## src/xfc_pkg.sv

```systemverilog
// Shared types and constants for the XOR frame checker.
// Depends on nothing; every other file in src imports it.
package xfc_pkg;

    localparam int unsigned BYTE_W  = 8;
    localparam int unsigned POS_W   = 16;
    localparam int unsigned STAT_W  = 3;
    localparam int unsigned CIDX_W  = 8;

    typedef logic [BYTE_W-1:0] t_byte;
    typedef logic [POS_W-1:0]  t_pos;
    typedef logic [STAT_W-1:0] t_status;
    typedef logic [CIDX_W-1:0] t_cfg_idx;

    // Frame geometry
    localparam t_pos POS_START_ONE = 16'd0;
    localparam t_pos POS_START_TWO = 16'd1;
    localparam t_pos POS_COMMAND   = 16'd2;
    localparam t_pos POS_LENGTH    = 16'd3;
    localparam logic [POS_W:0] HEADER_LEN = 17'd4;
    localparam logic [POS_W:0] MIN_FRAME  = 17'd7;
    localparam t_pos POS_MAX = {POS_W{1'b1}};

    // Verdict codes
    localparam t_status STAT_OK        = 3'd0;
    localparam t_status STAT_SHORT     = 3'd1;
    localparam t_status STAT_BAD_START = 3'd2;
    localparam t_status STAT_TRUNC     = 3'd3;
    localparam t_status STAT_BAD_END   = 3'd4;
    localparam t_status STAT_BAD_CKSUM = 3'd5;

    // Configuration register indexes
    localparam t_cfg_idx CFG_START_ONE = 8'd0;
    localparam t_cfg_idx CFG_START_TWO = 8'd1;
    localparam t_cfg_idx CFG_END_ONE   = 8'd2;
    localparam t_cfg_idx CFG_END_TWO   = 8'd3;

    // Configuration reset values
    localparam t_byte RST_START_ONE = 8'd170;
    localparam t_byte RST_START_TWO = 8'd85;
    localparam t_byte RST_END_ONE   = 8'd13;
    localparam t_byte RST_END_TWO   = 8'd10;

    typedef struct packed {
        t_byte start_one;
        t_byte start_two;
        t_byte end_one;
        t_byte end_two;
    } t_cfg;

    typedef struct packed {
        logic    payload_valid;
        t_byte   payload_byte;
        logic    frame_done;
        t_status status;
        t_byte   command;
        t_byte   payload_length;
    } t_result;

endpackage

```

## src/xfc_frame_track.sv

```systemverilog
// Per-byte frame tracker: position, header capture, running XOR, verdict.
// Depends on xfc_pkg.
module xfc_frame_track (
    input  logic           i_clk,
    input  logic           i_rst_n,
    input  xfc_pkg::t_cfg  i_cfg,
    input  logic           i_fire,
    input  xfc_pkg::t_byte i_rx_byte,
    input  logic           i_frame_end,
    output xfc_pkg::t_result o_result
);
    import xfc_pkg::*;

    t_pos  r_pos,   n_pos;
    t_byte r_xor,   n_xor;
    t_byte r_cmd,   n_cmd;
    t_byte r_len,   n_len;
    logic  r_start, n_start;
    logic  r_cks,   n_cks;
    t_byte r_prev,  n_prev;

    logic [POS_W:0] pos_x;
    logic [POS_W:0] pay_end;
    logic [POS_W:0] total;
    logic           in_body;
    logic           pay;
    t_status        status;

    always_comb begin
        pos_x   = {1'b0, r_pos};
        pay_end = {{(POS_W+1-BYTE_W){1'b0}}, r_len} + HEADER_LEN;
        in_body = (r_pos > POS_LENGTH);
        pay     = in_body && (pos_x < pay_end);

        n_start = r_start;
        n_cmd   = r_cmd;
        n_len   = r_len;
        n_xor   = r_xor;
        n_cks   = r_cks;
        if (r_pos == POS_START_ONE) begin
            n_start = (i_rx_byte == i_cfg.start_one);
        end else if (r_pos == POS_START_TWO) begin
            n_start = r_start && (i_rx_byte == i_cfg.start_two);
        end else if (r_pos == POS_COMMAND) begin
            n_cmd = i_rx_byte;
            n_xor = i_rx_byte;
        end else if (r_pos == POS_LENGTH) begin
            n_len = i_rx_byte;
            n_xor = r_xor ^ i_rx_byte;
        end else if (pay) begin
            n_xor = r_xor ^ i_rx_byte;
        end else if (pos_x == pay_end) begin
            n_cks = (r_xor == i_rx_byte);
        end

        // Verdict, checks in priority order
        total = pos_x + 17'd1;
        if (total < MIN_FRAME) begin
            status = STAT_SHORT;
        end else if (!n_start) begin
            status = STAT_BAD_START;
        end else if (total < ({{(POS_W+1-BYTE_W){1'b0}}, n_len} + MIN_FRAME)) begin
            status = STAT_TRUNC;
        end else if (r_prev != i_cfg.end_one || i_rx_byte != i_cfg.end_two) begin
            status = STAT_BAD_END;
        end else if (!n_cks) begin
            status = STAT_BAD_CKSUM;
        end else begin
            status = STAT_OK;
        end

        o_result.payload_valid  = pay;
        o_result.payload_byte   = pay ? i_rx_byte : '0;
        o_result.frame_done     = i_frame_end;
        o_result.status         = i_frame_end ? status : STAT_OK;
        o_result.command        = i_frame_end ? n_cmd : '0;
        o_result.payload_length = i_frame_end ? n_len : '0;

        if (i_frame_end) begin
            n_pos   = '0;
            n_xor   = '0;
            n_cmd   = '0;
            n_len   = '0;
            n_start = 1'b0;
            n_cks   = 1'b0;
            n_prev  = '0;
        end else begin
            n_pos  = (r_pos == POS_MAX) ? r_pos : r_pos + 16'd1;
            n_prev = i_rx_byte;
        end
    end

    always_ff @(posedge i_clk) begin
        if (!i_rst_n) begin
            r_pos   <= '0;
            r_xor   <= '0;
            r_cmd   <= '0;
            r_len   <= '0;
            r_start <= 1'b0;
            r_cks   <= 1'b0;
            r_prev  <= '0;
        end else if (i_fire) begin
            r_pos   <= n_pos;
            r_xor   <= n_xor;
            r_cmd   <= n_cmd;
            r_len   <= n_len;
            r_start <= n_start;
            r_cks   <= n_cks;
            r_prev  <= n_prev;
        end
    end

`ifndef SYNTHESIS
    a_clear_after_end: assert property (@(posedge i_clk) disable iff (!i_rst_n)
        i_fire && i_frame_end |=> r_pos == '0 && r_xor == '0 && !r_start && !r_cks)
        else $error("frame state not cleared after last beat");

    a_pos_advance: assert property (@(posedge i_clk) disable iff (!i_rst_n)
        i_fire && !i_frame_end && r_pos != POS_MAX |=> r_pos == $past(r_pos) + 16'd1)
        else $error("byte position did not advance");
`endif

endmodule

```

## config.mk

```make
export PLATFORM = sky130hd
export DESIGN_NAME = xfc_frame_track
export DESIGN_NICKNAME = d
export VERILOG_FILES = /design/src/xfc_pkg.sv /design/src/xfc_frame_track.sv
export SDC_FILE = /design/constraint.sdc
export NUM_CORES = 1
export LEC_CHECK = 0
export BUFFER_PORTS_ARGS = -buffer_cell sky130_fd_sc_hd__buf_2
export CAP_MARGIN = 30
export CORE_MARGIN = 2
export CORE_UTILIZATION = 30
export CTS_CLUSTER_DIAMETER = 150
export DETAILED_ROUTE_END_ITERATION = 8
export GPL_TIMING_DRIVEN = 0
export SYNTH_ARGS = -nofsm -noshare
export SYNTH_HDL_FRONTEND = slang
export SYNTH_SLANG_ARGS = --single-unit
```

## constraint.sdc

```tcl
create_clock -name i_clk -period 4.4 [get_ports i_clk]
set_clock_uncertainty 0.15 [all_clocks]
set_input_delay 0.22 -clock i_clk [delete_from_list [all_inputs] [get_ports i_clk]]
set_output_delay 0.22 -clock i_clk [all_outputs]
set_load 0.02 [all_outputs]
```

==> summary.txt <==
Setup path
  • Worst path bufs/invs: 4
  • Worst Path Arrival: 4070 ps
  • Crit-path cells: inv_1 > ha_1 > nor4b_2 > and3_1 > buf_6 > buf_12 > mux2i_4 > ha_4 > a21oi_4 > xor2_1 > ha_1 > nand2_1 > nor2_1 > a211oi_2 > o21ai_2 > a2111oi_4 > o21bai_1 > a21boi_2 > buf_6
  • Setup crit start kind: register
  • Stages on worst setup path: 19
  • Reg2Reg Depth: 13
  • Crit path capture type: output port
  • Worst Path Max Fanout: 8
  • CP Class: register to output port
  • CP max-delay cell: dfxtp_4
  • Delay-heaviest family, CP: compound AO/OA/AOI/OAI gates
  • Max incr delay on CP: 400 ps
  • Critical Path RT: 4030 ps

STA
  • Setup Viol. Count Final: 2
  • RSZ-0062 raised after global routing: true
  • Slew headroom: a little under half
  • Crit path time final: between 4000 and 5000 ps
  • Endpoints failing hold: 0
  • Final TNS setup: -44.7 ps
  • F_max: 225 MHz
  • Final setup margin: -44.4 ps
  • Slew @ Worst Pin: between 700 and 800 ps
  • Slew Viols, Final: 0
  • Final worst path period share: 101%

Logic synthesis
  • Cells after Synth: 555
  • Top-area cell type share of the netlist area: 23.5%
  • #FFs+latches synth: 50
  • Seq/Total Area, Yosys: 23.5%
  • Post-Syn Nets: 622
  • Asr flop ratio synth: 0%
  • Synth area leader: dfxtp_1
  • Synth cell types: 58
  • Most frequent cells after synthesis: dfxtp_1, nor2_1, xor2_1
  • Synthesized area: 4250 µm²
  • Synth warn: 0
  • EDFF count, synth: 0
  • Count leader, synth: dfxtp_1
  • Top_reg_cell synth: dfxtp_1
  • Syn Area/Cell: 7.66 µm²
  • Largest cells by area after synthesis: dfxtp_1, xor2_1, ha_1

Detailed routing
  • Post-DRT Antenna Nets: 0
  • WL/cell: 16.1 µm
  • Initial drt markers: 294
  • Remaining design rule violation count: 0
  • DR vias/cell: 5.18
  • Final WL: 13.3 mm
  • Vias: ~4300
  • Initial DRT Pass Iterations: 5

Global route
  • Grt peak-use layer: met2
  • Grt met3 use: 1.98%
  • Overflow after GRT: 0
  • Largest net degree at the start of global routing: 19
  • Global-route wire length before repair: 21.5 mm
  • Antenna violations before repair: 0
  • Total GRT Usage: between 10% and 20%
  • Met2 Track Usage GR: 28.4%
  • Grt met1 use: 26.4%
  • Vias in the first global route: 4109

Power and ir drop
  • Sw frac: 28.2%
  • Leakage power total: 0.00219 µW
  • Sw Pwr: 285 µW
  • Int Power: 726 µW
  • Power, Total: 1010 µW
  • Maximum vdd drop: roughly 0.17 mV
  • Logic pwr share: between 10% and 20%
  • Sequential Power Share: 45.3%
  • Clock power share: 40.4%
  • Power per cell area: 192 nW/µm²

Floorplanning
  • Core area: 13900 µm²
  • Initial core utilization: 30.6%
  • DIE AREA: 15100 µm²
  • DIE HEIGHT: 123 µm
  • Die width: 123 µm
  • Num rows: 43
  • Boundary pin count: 73

Placement
  • Final HPWL DP: 9.82 mm
  • Buffers on Ports: 70
  • DP Cell Count: 805
  • Dpl ws: -379 ps
  • Final Wtd Congestion: 0.859

Layout
  • Post-route insts no fill: around 830
  • Area delta synth->final: 24.0%
  • ANT cells: 0
  • Final Net Count: roughly 710
  • Layout cells sized above 1: between 20% and 30%

Status
  • Status: finished, violations left
  • Failing checks: negative setup slack

Clocking
  • Clock tree buffer depth: 2
  • CTS tree: done
  • Clk root buf: clkbuf_16
  • CTS sink cnt: 50
  • Num CTS Buffers: 5
  • Clock edge transition at the registers on the reported setup and hold paths: 80 ps
  • CTS H-tree lvls: 2
  • Clk Latency, worst-skew pair: 300 ps
  • Hold-fix buffers, CTS: 0

Hold path
  • Hold depth: 3
  • Hold Crit Class: primary input to register

Job
  • Max-cap viol count: 0
## routing by layer
layer / part of all wire [%] / wire [µm]
met1: 49 / 6460
met2: 44 / 5840
met3: 5.7 / 760
met4: 1.8 / 242
met5: 0 / 0
## sequential cells by signal, summed over array words and instances (netlist names)
register / count
r_cks: 1
r_xor: 8
r_len: 8
r_start: 1
r_cmd: 8
r_prev: 8
r_pos: 16
## final timing paths
path | from | endpoint | slack, ps
hold / removal | i_rst_n | r_xor[5] | 180
hold reg to reg | r_cmd[5] | r_cmd[5] | 350
setup reg to reg | r_len[2] | r_xor[0] | 960
setup / recovery | r_pos[0] | o_result[16] | -40
## per-stage QoR
step                cell area (µm²)  util (%)  hold WS [ps]
global route                   5270      38.0           213
floorplan                      4250         -           317
detailed placement             4830      34.8           332
finish                         5270      38.0           178
global placement               4830      34.8           325
CTS                            5210      37.5           176
## layout by cell type, fill, tap and decap left out, types with 4 or more instances in the layout
| cell | synthesis | routed |
|---|---|---|
| o21a_1 | 5 | 5 |
| clkbuf_16 | 0 | 5 |
| a22oi_1 | 6 | 6 |
| nor3_1 | 14 | 14 |
| a21oi_1 | 22 | 22 |
| nor2b_1 | 27 | 27 |
| nand3_1 | 16 | 16 |
| o22ai_1 | 14 | 14 |
| nor4_1 | 13 | 11 |
| mux2i_4 | 0 | 5 |
| o211a_1 | 8 | 8 |
| and2_1 | 25 | 25 |
| o21ai_0 | 41 | 39 |
| nor2_1 | 42 | 41 |
| xor2_1 | 42 | 42 |
| inv_1 | 28 | 28 |
| nand2_1 | 39 | 38 |
| xnor2_1 | 15 | 14 |
| nor3b_1 | 4 | 4 |
| mux2i_1 | 12 | 8 |
| dfxtp_4 | 0 | 4 |
| buf_2 | 5 | 72 |
| buf_4 | 3 | 17 |
| and3_1 | 7 | 7 |
| nand4_1 | 11 | 11 |
| dfxtp_1 | 50 | 45 |
| a31oi_1 | 14 | 14 |
| ha_1 | 23 | 21 |
| clkbuf_1 | 26 | 25 |
## what timing repair did
item                       in CTS  in global routing
gates resized for setup        28                 11
pin swaps                      15                  7
setup buffers                  12                  2
setup endpoints to repair       3                  3
## kinds of logic after synthesis
kind of cell               after synthesis  share of synthesized area (%)
xor gates and xnor gates                57                           11.7
AOI/OAI and AO/OA                      131                           20.4
buffers and inverters                   66                           6.97
adders and majority gates               23                           6.77
and+or+nand+nor                        212                           26.6
muxes                                   16                           4.00
DFF                                     50                           23.5
## final cells by class
type	instances	area [µm²]
timing repair buffer	84	492
fill	1496	8610
clock inverter	3	26.3
buffer	37	188
sequential	50	1020
clock buffer	5	125
inverter	28	105
tap	180	225
multi-input combinational	439	3100
## worst min-delay path, delay by kind of cell
family          cells  cell delay, ps
buf+inv             1             220
simple gates        1             110
compound gates      1              30
## power groups by stage
stage / sequential, µW / combinational, µW / clock, µW
finish: 458 / 145 / 409
CTS: 459 / 144 / 417
global placement: 471 / 142 / 0
global route: 459 / 161 / 437
floorplan: 469 / 84.9 / 0
detailed placement: 471 / 142 / 0
Power figures use the tool's default switching activity.
